**config.mk**
```make
export PLATFORM = sky130hd
export DESIGN_NAME = polyline_frame_parser_unit
export DESIGN_NICKNAME = d
export VERILOG_FILES = /design/src/hdl/pfp_pkg.sv /design/src/hdl/pfp_divider.sv /design/src/hdl/pfp_seq.sv /design/src/hdl/polyline_frame_parser_unit.sv
export SDC_FILE = /design/constraint.sdc
export NUM_CORES = 1
export LEC_CHECK = 0
export ABC_AREA = 1
export BUFFER_PORTS_ARGS = -buffer_cell sky130_fd_sc_hd__buf_4
export CAP_MARGIN = 5
export CORE_UTILIZATION = 45
export CTS_CLUSTER_SIZE = 14
export DETAILED_ROUTE_END_ITERATION = 6
export PLACE_DENSITY_LB_ADDON = 0.15
export SYNTH_ARGS = -nofsm -noshare
export SYNTH_HDL_FRONTEND = slang
export SYNTH_SLANG_ARGS = --single-unit
```
**constraint.sdc**
```tcl
create_clock -name clk -period 8.8 [get_ports clk]
set_input_delay 0.88 -clock clk [delete_from_list [all_inputs] [get_ports clk]]
set_output_delay 0.88 -clock clk [all_outputs]
set_load 0.005 [all_outputs]
```
**src/hdl/pfp_pkg.sv**
```systemverilog
package pfp_pkg;

  // Frame limits and number format
  localparam int MAX_LINES = 32;
  localparam int FRAC_BITS = 16;

  localparam int COORD_W = 16;                  // coordinate and frame size width
  localparam int HALF_W  = COORD_W - 1;         // half of a 16-bit size
  localparam int NUM_W   = COORD_W + FRAC_BITS; // dividend magnitude width
  localparam int SAT_W   = (NUM_W > 33) ? NUM_W : 33;
  localparam int DCNT_W  = $clog2(NUM_W + 1);
  localparam int BYTE_W  = 8;
  localparam int LINE_W  = $clog2(MAX_LINES + 1);
  localparam int IDX_W   = (MAX_LINES > 1) ? $clog2(MAX_LINES) : 1;
  localparam int BPOS_W  = 3;

  localparam logic [COORD_W-1:0] RESTART_INDEX = '1;

  typedef enum logic [1:0] {
    KIND_POINT   = 2'd0,
    KIND_RESTART = 2'd1,
    KIND_ERROR   = 2'd2
  } kind_t;

  typedef enum logic [1:0] {
    ERR_NONE  = 2'd0,
    ERR_TRUNC = 2'd1,
    ERR_LINES = 2'd2,
    ERR_HALF  = 2'd3
  } err_t;

  typedef struct packed {
    kind_t               kind;
    logic [COORD_W-1:0]  point_index;
    logic signed [31:0]  x_norm;
    logic signed [31:0]  y_norm;
    logic                saturated;
    err_t                error_code;
    logic                last;
  } res_t;

  typedef struct packed {
    logic               sat;
    logic signed [31:0] value;
  } div_res_t;

endpackage

```
**src/hdl/pfp_divider.sv**
```systemverilog
module pfp_divider import pfp_pkg::*; (
  input  logic               clk,
  input  logic               rst,
  input  logic               start,
  input  logic [COORD_W-1:0] v,
  input  logic [HALF_W-1:0]  half,
  output logic               done,
  output div_res_t           res
);

  logic              run;
  logic [DCNT_W-1:0] cnt;
  logic [HALF_W-1:0] rem;
  logic [HALF_W-1:0] dsr;
  logic [NUM_W-1:0]  quo;
  logic              neg;

  logic signed [COORD_W:0] diff;
  logic [COORD_W-1:0]      mag;
  logic [HALF_W:0]         trial;
  logic                    ge;
  logic [SAT_W-1:0]        qe;
  logic                    sat_pos;
  logic                    sat_neg;

  assign diff  = $signed({1'b0, v}) - $signed({2'b00, half});
  assign mag   = diff[COORD_W] ? (~diff[COORD_W-1:0] + COORD_W'(1)) : diff[COORD_W-1:0];
  assign trial = {rem, quo[NUM_W-1]};
  assign ge    = trial >= {1'b0, dsr};

  always_ff @(posedge clk) begin
    if (rst) begin
      run  <= 1'b0;
      done <= 1'b0;
      cnt  <= '0;
    end else begin
      done <= !start && run && (cnt == DCNT_W'(1));
      if (start) begin
        run <= 1'b1;
        cnt <= DCNT_W'(NUM_W);
      end else if (run) begin
        cnt <= cnt - DCNT_W'(1);
        if (cnt == DCNT_W'(1)) begin
          run <= 1'b0;
        end
      end
    end
  end

  // One restoring step per cycle; the dividend shifts out as the quotient shifts in
  always_ff @(posedge clk) begin
    if (start) begin
      quo <= {mag, {FRAC_BITS{1'b0}}};
      rem <= '0;
      dsr <= half;
      neg <= diff[COORD_W];
    end else if (run) begin
      quo <= {quo[NUM_W-2:0], ge};
      rem <= ge ? HALF_W'(trial - {1'b0, dsr}) : trial[HALF_W-1:0];
    end
  end

  // Apply sign and clip to the signed 32-bit range
  assign qe      = SAT_W'(quo);
  assign sat_pos = qe > SAT_W'(32'h7FFF_FFFF);
  assign sat_neg = qe > SAT_W'(32'h8000_0000);

  always_comb begin
    if (neg) begin
      res.sat   = sat_neg;
      res.value = sat_neg ? 32'sh8000_0000 : $signed(~qe[31:0] + 32'd1);
    end else begin
      res.sat   = sat_pos;
      res.value = sat_pos ? 32'sh7FFF_FFFF : $signed(qe[31:0]);
    end
  end

endmodule

```
**src/hdl/pfp_seq.sv**
```systemverilog
module pfp_seq import pfp_pkg::*; (
  input  logic               clk,
  input  logic               rst,
  input  logic               in_valid,
  input  logic [BYTE_W-1:0]  data_byte,
  input  logic               end_of_frame,
  output logic               in_stall,
  input  logic               push_ok,
  output logic               push,
  output res_t               push_res,
  output logic               div_start,
  output logic [COORD_W-1:0] div_v,
  output logic [HALF_W-1:0]  div_half,
  input  logic               div_done,
  input  div_res_t           div_res
);

  typedef enum logic [10:0] {
    S_IDLE    = 11'b000_0000_0001,
    S_PARSE   = 11'b000_0000_0010,
    S_LINE    = 11'b000_0000_0100,
    S_DIVX    = 11'b000_0000_1000,
    S_WAITX   = 11'b000_0001_0000,
    S_WAITY   = 11'b000_0010_0000,
    S_POINT   = 11'b000_0100_0000,
    S_RESTART = 11'b000_1000_0000,
    S_TAIL    = 11'b001_0000_0000,
    S_FINISH  = 11'b010_0000_0000,
    S_FETCH   = 11'b100_0000_0000
  } seq_t;

  typedef enum logic [4:0] {
    PH_HEADER = 5'b00001,
    PH_COUNTS = 5'b00010,
    PH_POINTS = 5'b00100,
    PH_DONE   = 5'b01000,
    PH_SKIP   = 5'b10000
  } phase_t;

  seq_t               state;
  phase_t             phase;
  logic [BPOS_W-1:0]  bpos;
  logic [COORD_W-1:0] frame_width;
  logic [COORD_W-1:0] frame_height;
  logic [BYTE_W-1:0]  line_total;
  logic [BYTE_W-1:0]  counts [MAX_LINES];
  logic [LINE_W-1:0]  cursor;
  logic [BYTE_W-1:0]  points_left;
  logic [COORD_W-1:0] point_counter;
  logic [23:0]        coord_hold;
  logic               pend_valid;

  logic [BYTE_W-1:0]  byte_reg;
  logic               eof_reg;
  logic [COORD_W-1:0] x_reg;
  logic [COORD_W-1:0] y_reg;
  logic signed [31:0] xn;
  logic signed [31:0] yn;
  logic               sat_x;
  logic               sat_y;
  res_t               pend;

  logic [HALF_W-1:0]  hw;
  logic [HALF_W-1:0]  hh;
  logic               half_zero;
  logic [LINE_W-1:0]  cursor_inc;
  logic               line_end;
  logic [BYTE_W-1:0]  cnt_cur;
  logic               count_we;
  logic               gen;
  res_t               gen_res;
  logic               go;

  assign hw         = frame_width[COORD_W-1:1];
  assign hh         = frame_height[COORD_W-1:1];
  assign half_zero  = (hw == '0) || (hh == '0);
  assign cursor_inc = cursor + LINE_W'(1);
  assign line_end   = (BYTE_W'(cursor) >= line_total) || (cursor >= LINE_W'(MAX_LINES));
  assign in_stall   = (state != S_IDLE);

  assign count_we = (state == S_PARSE) && (phase == PH_COUNTS) &&
                    (cursor < LINE_W'(MAX_LINES));

  // Count store: write while parsing counts, read into cnt_cur in the fetch state ahead of the line check
  always_ff @(posedge clk) begin
    if (count_we) begin
      counts[cursor[IDX_W-1:0]] <= byte_reg;
    end
    if (state == S_FETCH) begin
      cnt_cur <= counts[cursor[IDX_W-1:0]];
    end
  end

  // Result generation for the current step
  always_comb begin
    gen                 = 1'b0;
    gen_res             = '0;
    gen_res.kind        = KIND_ERROR;
    gen_res.error_code  = ERR_NONE;
    case (state)
      S_PARSE: begin
        if (phase == PH_HEADER && bpos == BPOS_W'(4) && byte_reg > BYTE_W'(MAX_LINES)) begin
          gen                = 1'b1;
          gen_res.error_code = ERR_LINES;
        end
        if (phase == PH_POINTS && bpos == BPOS_W'(3) && half_zero) begin
          gen                = 1'b1;
          gen_res.error_code = ERR_HALF;
        end
      end
      S_LINE: begin
        if (!line_end && cnt_cur == '0) begin
          gen                 = 1'b1;
          gen_res.kind        = KIND_RESTART;
          gen_res.point_index = RESTART_INDEX;
        end
      end
      S_RESTART: begin
        gen                 = 1'b1;
        gen_res.kind        = KIND_RESTART;
        gen_res.point_index = RESTART_INDEX;
      end
      S_POINT: begin
        gen                 = 1'b1;
        gen_res.kind        = KIND_POINT;
        gen_res.point_index = point_counter;
        gen_res.x_norm      = xn;
        gen_res.y_norm      = yn;
        gen_res.saturated   = sat_x | sat_y;
      end
      S_TAIL: begin
        if (eof_reg && (phase inside {PH_HEADER, PH_COUNTS, PH_POINTS})) begin
          gen                = 1'b1;
          gen_res.error_code = ERR_TRUNC;
        end
      end
      default: begin
        gen = 1'b0;
      end
    endcase
  end

  // A new result displaces the held one; hold everything if it cannot leave
  assign go = !gen || !pend_valid || push_ok;

  always_comb begin
    push          = pend_valid && push_ok && ((gen && go) || (state == S_FINISH));
    push_res      = pend;
    push_res.last = (state == S_FINISH);
  end

  assign div_start = (state == S_DIVX) || (state == S_WAITX && div_done);
  assign div_v     = (state == S_DIVX) ? x_reg : y_reg;
  assign div_half  = (state == S_DIVX) ? hw : hh;

  always_ff @(posedge clk) begin
    if (rst) begin
      state         <= S_IDLE;
      phase         <= PH_HEADER;
      bpos          <= '0;
      frame_width   <= '0;
      frame_height  <= '0;
      line_total    <= '0;
      cursor        <= '0;
      points_left   <= '0;
      point_counter <= '0;
      coord_hold    <= '0;
      pend_valid    <= 1'b0;
    end else begin
      if (gen && go) begin
        pend_valid <= 1'b1;
      end
      case (state)
        S_IDLE: begin
          if (in_valid) begin
            state <= S_PARSE;
          end
        end
        S_PARSE: begin
          if (go) begin
            case (phase)
              PH_HEADER: begin
                state <= S_TAIL;
                bpos  <= bpos + BPOS_W'(1);
                case (bpos)
                  BPOS_W'(0): frame_width  <= {byte_reg, 8'h00};
                  BPOS_W'(1): frame_width  <= {frame_width[15:8], byte_reg};
                  BPOS_W'(2): frame_height <= {byte_reg, 8'h00};
                  BPOS_W'(3): frame_height <= {frame_height[15:8], byte_reg};
                  default: begin
                    line_total <= byte_reg;
                    cursor     <= '0;
                    if (byte_reg > BYTE_W'(MAX_LINES)) begin
                      phase <= PH_SKIP;
                    end else if (byte_reg == '0) begin
                      phase <= PH_DONE;
                    end else begin
                      phase <= PH_COUNTS;
                    end
                  end
                endcase
              end
              PH_COUNTS: begin
                if (BYTE_W'(cursor_inc) >= line_total) begin
                  cursor        <= '0;
                  point_counter <= '0;
                  phase         <= PH_POINTS;
                  state         <= S_FETCH;
                end else begin
                  cursor <= cursor_inc;
                  state  <= S_TAIL;
                end
              end
              PH_POINTS: begin
                case (bpos)
                  BPOS_W'(0): begin
                    coord_hold <= {16'h0000, byte_reg};
                    bpos       <= bpos + BPOS_W'(1);
                    state      <= S_TAIL;
                  end
                  BPOS_W'(1), BPOS_W'(2): begin
                    coord_hold <= {coord_hold[15:0], byte_reg};
                    bpos       <= bpos + BPOS_W'(1);
                    state      <= S_TAIL;
                  end
                  default: begin
                    bpos <= '0;
                    if (half_zero) begin
                      phase <= PH_SKIP;
                      state <= S_TAIL;
                    end else begin
                      state <= S_DIVX;
                    end
                  end
                endcase
              end
              default: begin
                state <= S_TAIL;
              end
            endcase
          end
        end
        S_FETCH: begin
          state <= S_LINE;
        end
        S_LINE: begin
          if (go) begin
            if (line_end) begin
              phase <= PH_DONE;
              state <= S_TAIL;
            end else if (cnt_cur == '0) begin
              cursor <= cursor_inc;
              state  <= S_FETCH;
            end else begin
              points_left <= cnt_cur;
              bpos        <= '0;
              state       <= S_TAIL;
            end
          end
        end
        S_DIVX: begin
          state <= S_WAITX;
        end
        S_WAITX: begin
          if (div_done) begin
            state <= S_WAITY;
          end
        end
        S_WAITY: begin
          if (div_done) begin
            state <= S_POINT;
          end
        end
        S_POINT: begin
          if (go) begin
            point_counter <= point_counter + COORD_W'(1);
            points_left   <= points_left - BYTE_W'(1);
            state         <= (points_left == BYTE_W'(1)) ? S_RESTART : S_TAIL;
          end
        end
        S_RESTART: begin
          if (go) begin
            cursor <= cursor_inc;
            state  <= S_FETCH;
          end
        end
        S_TAIL: begin
          if (go) begin
            if (eof_reg) begin
              phase         <= PH_HEADER;
              bpos          <= '0;
              frame_width   <= '0;
              frame_height  <= '0;
              line_total    <= '0;
              cursor        <= '0;
              points_left   <= '0;
              point_counter <= '0;
              coord_hold    <= '0;
            end
            state <= S_FINISH;
          end
        end
        S_FINISH: begin
          if (!pend_valid || push_ok) begin
            pend_valid <= 1'b0;
            state      <= S_IDLE;
          end
        end
        default: begin
          state <= S_IDLE;
        end
      endcase
    end
  end

  always_ff @(posedge clk) begin
    if (state == S_IDLE && in_valid) begin
      byte_reg <= data_byte;
      eof_reg  <= end_of_frame;
    end
    if (state == S_PARSE && phase == PH_POINTS && bpos == BPOS_W'(3)) begin
      x_reg <= coord_hold[23:8];
      y_reg <= {coord_hold[7:0], byte_reg};
    end
    if (state == S_WAITX && div_done) begin
      xn    <= div_res.value;
      sat_x <= div_res.sat;
    end
    if (state == S_WAITY && div_done) begin
      yn    <= div_res.value;
      sat_y <= div_res.sat;
    end
    if (gen && go) begin
      pend <= gen_res;
    end
  end

endmodule

```
**src/hdl/polyline_frame_parser_unit.sv**
```systemverilog
// Channel  Handshake            Payload
// input    in_valid, in_stall   data_byte, end_of_frame
// output   out_valid, out_stall kind, point_index, x_norm, y_norm, saturated,
//                               error_code, last
//
// One frame byte per input transaction. A byte that completes no point passes
// through the parse, tail and finish states. The byte that ends the counts, or
// a point that ends its line, passes a fetch state and a line state for each line
// it checks (every empty line and the line where the walk stops); a point that ends
// its line also passes a restart state for its restart marker. For the fourth
// byte of a point, the x and y quotients run one after the other through a
// single radix-2 divider, one quotient bit a cycle.
// rst is synchronous and active high; it returns the parser to the header phase.
// A stalled output holds the sequencer at its next result; in_stall stays high
// until every result of the current byte has moved into the output register.
module polyline_frame_parser_unit import pfp_pkg::*; (
  input  logic                clk,
  input  logic                rst,
  input  logic                in_valid,
  output logic                in_stall,
  input  logic [BYTE_W-1:0]   data_byte,
  input  logic                end_of_frame,
  output logic                out_valid,
  input  logic                out_stall,
  output logic [1:0]          kind,
  output logic [COORD_W-1:0]  point_index,
  output logic signed [31:0]  x_norm,
  output logic signed [31:0]  y_norm,
  output logic                saturated,
  output logic [1:0]          error_code,
  output logic                last
);

  logic               push_ok;
  logic               push;
  res_t               push_res;
  res_t               out_res;
  logic               div_start;
  logic [COORD_W-1:0] div_v;
  logic [HALF_W-1:0]  div_half;
  logic               div_done;
  div_res_t           div_res;

  // Shared divider: one normalization at a time, x first and then y
  pfp_divider u_div (
    .clk   (clk),
    .rst   (rst),
    .start (div_start),
    .v     (div_v),
    .half  (div_half),
    .done  (div_done),
    .res   (div_res)
  );

  // Frame parser and result sequencer; it keeps one result in hand so that
  // the final result of a byte can be marked when the byte's work ends
  pfp_seq u_seq (
    .clk          (clk),
    .rst          (rst),
    .in_valid     (in_valid),
    .data_byte    (data_byte),
    .end_of_frame (end_of_frame),
    .in_stall     (in_stall),
    .push_ok      (push_ok),
    .push         (push),
    .push_res     (push_res),
    .div_start    (div_start),
    .div_v        (div_v),
    .div_half     (div_half),
    .div_done     (div_done),
    .div_res      (div_res)
  );

  // Output register: load when empty or when the current transaction leaves
  assign push_ok = !out_valid || !out_stall;

  always_ff @(posedge clk) begin
    if (rst) begin
      out_valid <= 1'b0;
    end else if (push) begin
      out_valid <= 1'b1;
    end else if (!out_stall) begin
      out_valid <= 1'b0;
    end
  end

  always_ff @(posedge clk) begin
    if (push) begin
      out_res <= push_res;
    end
  end

  assign kind        = out_res.kind;
  assign point_index = out_res.point_index;
  assign x_norm      = out_res.x_norm;
  assign y_norm      = out_res.y_norm;
  assign saturated   = out_res.saturated;
  assign error_code  = out_res.error_code;
  assign last        = out_res.last;

endmodule

```
==> impl_metrics.env <==
export IMPL_status="finished clean"
export IMPL_die_h_um=269
export IMPL_cp_common_cell="nand2_1"
export IMPL_clk_pin_slew_ns=0.06
export IMPL_coreArea_mm2=0.0704
export IMPL_slowest_delay_ns=0.46
export IMPL_reg2regPathDepth=24
export IMPL_synth_commonest_cells="edfxtp_1 (574), nor2_1 (562), nand2_1 (540)"
export IMPL_wl_per_cell_um=17.6
export IMPL_io_pins=101
export IMPL_yosysMostFrequentCell="edfxtp_1"
export IMPL_utilization_pct=51.8
export IMPL_grt_use_total_pct=20.8
export IMPL_cts_max_level=3
export IMPL_crit_buf_inv=6
export IMPL_arrival_ns=4.83
export IMPL_cp_max_fo=30
export IMPL_syn_inst=3202
export IMPL_root_buffer="clkbuf_16"
export IMPL_fp_dieW_um=269
export IMPL_preCtsSetupSlack_ns=4.32
export IMPL_min_delay_path_class="reg2reg"
export IMPL_place_congestion=0.898
export IMPL_p_per_area_mw_per_mm2=239
export IMPL_syn_to_final_growth_pct=13.5
export IMPL_vias=22500
export IMPL_cp_depth=24
export IMPL_startpoint="u_seq.state[4]$_SDFFE_PP0P_"
export IMPL_grt_max_degree=95
export IMPL_crit_family="simple AND/OR/NAND/NOR gates"
export IMPL_wl_met2_mm=34.3
export IMPL_ys_top_cells_by_area="edfxtp_1 (54%), dfxtp_1 (9.5%), nor2_1 (6.6%), nand2_1 (6.3%), inv_1 (4.1%)"
export IMPL_ys_types=58
export IMPL_avgSynthCellArea_um2=10.0
export IMPL_synth_top_area_share_pct=53.6
export IMPL_p_leak_nw=14.5
export IMPL_clkPwrFrac_pct=37.6
export IMPL_antenna_cells=0
export IMPL_fin_skew_ns=0.0301
export IMPL_slew_viol_final=0
export IMPL_grt_pass1_vias=21700
export IMPL_numCtsBuffers=80
export IMPL_p_switching_w=0.00252
export IMPL_finalCritPeriodShare_pct=50.6
export IMPL_firstDrtPassIters=5
export IMPL_synth_edff_count=574
export IMPL_drc=0
export IMPL_worstSetupPathType="reg2reg"
export IMPL_synth_top_area_cell="edfxtp_1"
export IMPL_hold_slack_ns=0.407
export IMPL_gr_total_overflow=0
export IMPL_antenna_found_initial=0
export IMPL_yosysWarnings=0
export IMPL_ys_ff_latch=726
export IMPL_p_sw_share_pct=28.9
export IMPL_start_kind="flop"
export IMPL_min_path_cells=0
export IMPL_final_layout_size_suffix_gt1_share_pct=9.63
export IMPL_fin_setup_tns_ns=0
export IMPL_peakVddDrop_uv=145
export IMPL_max_freq_ghz=0.225
export IMPL_hold_viol=0
export IMPL_post_cts_resized=0
export IMPL_dieArea_mm2=0.0725
export IMPL_post_cts_setup_buffer_count=0
export IMPL_num_rows=97
export IMPL_wl_met3_mm=5.02
export IMPL_clock_sinks=726
export IMPL_critPathSlowestCell="fa_1"
export IMPL_clk_latency_ns=0.63
export IMPL_synth_area_mm2=0.0322
export IMPL_p_int_w=0.00621
export IMPL_slew_headroom_pct=24.5
export IMPL_start_util_pct=45.7
export IMPL_rsz0062_at_grt="no"
export IMPL_power_frac_comb_pct=17.0
export IMPL_p_seq_share_pct=45.4
export IMPL_maxUsedRoutingLayer="met4"
export IMPL_worstReg2RegStart="u_seq.state[4]$_SDFFE_PP0P_"
export IMPL_clk_path_buf_depth=3
export IMPL_fin_crit_ns=4.45
export IMPL_wl_met1_mm=35.3
export IMPL_max_slew_worst_pin_slew_ns=1.13
export IMPL_hold_path_startpoint="u_seq.push_res[75]$_DFFE_PP_"
export IMPL_cp_end_kind="flop"
export IMPL_io_buffers=100
export IMPL_ys_async_sr_fraction_pct=0
export IMPL_hold_buffers=0
export IMPL_synth_nets=3275
export IMPL_cts_tree="built"
export IMPL_cap_violations=0
export IMPL_total_power_w=0.00874
export IMPL_grt_pass1_wl_mm=121
export IMPL_nets=3377
export IMPL_setup_ws_ns=4.35
export IMPL_critical_path_required_ns=9.18
export IMPL_ant_nets=0
export IMPL_synth_main_ff_cell="edfxtp_1"
export IMPL_finalSetupViolations=0
export IMPL_path_cells="nor2_4 -> nand2_4 -> nor2_8 -> nand2_1 -> buf_4 -> clkinv_1 -> buf_4 -> a21oi_1 -> inv_1 -> fa_1 -> inv_1 -> nand3_1 -> nand2_1 -> nand3_1 -> nand3_1 -> nand2_1 -> nand2_1 -> nand2_1 -> nand2_1 -> inv_1 -> o21ai_0 -> nand3_1 -> nand3_1 -> nand2_1"
export IMPL_drt_first_iter_violations=1833
export IMPL_wirelength_mm=75.9
export IMPL_viasPerCell=5.22
export IMPL_hpwl_mm=50.5
export IMPL_largest_reg_flops=256
export IMPL_seq_area_frac_synth_pct=63.1
## cell type report
cell class,count,area [um2]
clock buffer,96,2110
clock inverter,48,513
fill,6342,33900
inverter,377,1420
multi-input combinational,1985,9980
sequential,726,20300
tap,940,1180
timing repair buffer,134,1010
## metal layers
layer / track usage [%] / up-vias
met5: 0 / -
met3: 3.81 / 100
met4: 5.23 / 0
met2: 32.7 / 651
li1: - / 11100
met1: 29.8 / 10600
## worst register-to-register path, delay by kind of cell (launching register included)
family	cells	cell delay, ns
flops	1	0.40
buf+inv	6	1.46
compound gates	2	0.40
fa+ha+maj	1	0.46
simple gates	15	1.51
## power groups by stage
stage	registers (W)	logic, W	clock network [W]
6_report	0.00396	0.00149	0.00329
5_1_grt	0.00397	0.00166	0.00349
4_1_cts	0.00396	0.00148	0.00337
3_5_place_dp	0.00403	0.00147	0
3_3_place_gp	0.00403	0.00145	0
2_1_floorplan	0.00404	0.000983	0
## per-stage QoR
| stage | std cells | area (um2) |
|---|---|---|
| 2_1_floorplan | 3202 | 32200 |
| 3_3_place_gp | 4162 | 33900 |
| 3_5_place_dp | 4162 | 33900 |
| 4_1_cts | 4306 | 36500 |
| 5_1_grt | 4306 | 36500 |
| 6_report | 4306 | 36500 |
## worst paths after layout
check	end	slack, ns
worst max-delay path	u_div.quo[31]$_DFFE_PP_	4.35
worst min-delay path	point_index[7]$_DFFE_PP_	0.41
worst max register to register	u_div.quo[31]$_DFFE_PP_	4.35
worst min register to register	point_index[7]$_DFFE_PP_	0.41
## cells in the final DEF (no fill, tap or decap), types with 6 or more instances in the layout
master      Yosys  final
a211oi_1       18     18
a21oi_1       102    101
a221oi_1       17     17
a22o_1         17     17
buf_4           8    134
bufinv_16       0      6
clkbuf_1       85     12
clkbuf_16       0     81
clkinv_1        5     13
clkinv_2        0     16
clkinvlp_4      0      7
dfxtp_1       152    151
edfxtp_1      574    574
ha_1           58     58
inv_1         354    350
inv_2          17     20
nand2_1       540    540
nand2_4         6      6
nand3_1        87     87
nand3_2         8      8
nand3b_1       12     12
nand4_1        31     31
nor2_1        562    562
nor3_1         41     41
nor3b_1         8      7
nor4_1          8      8
o211ai_1       17     17
o21ai_0       236    236
o21ai_1        15     15
o22ai_1        86     86
xnor2_1        18     18
xor2_1         47     47
## cell families (layout without fill, tap and decap cells)
kind of cell,Yosys count,in the layout,synth area share [%]
AO/OA/AOI/OAI,526,526,9.36
adder cells (fa/ha/maj),60,60,2.38
AND/OR/NAND/NOR,1333,1333,17.5
flip-flops,726,726,63.1
XOR/XNOR,65,65,1.77
buffers and inverters,491,655,5.94
multiplexers,1,1,0.0311
Power figures use the tool's default switching activity.
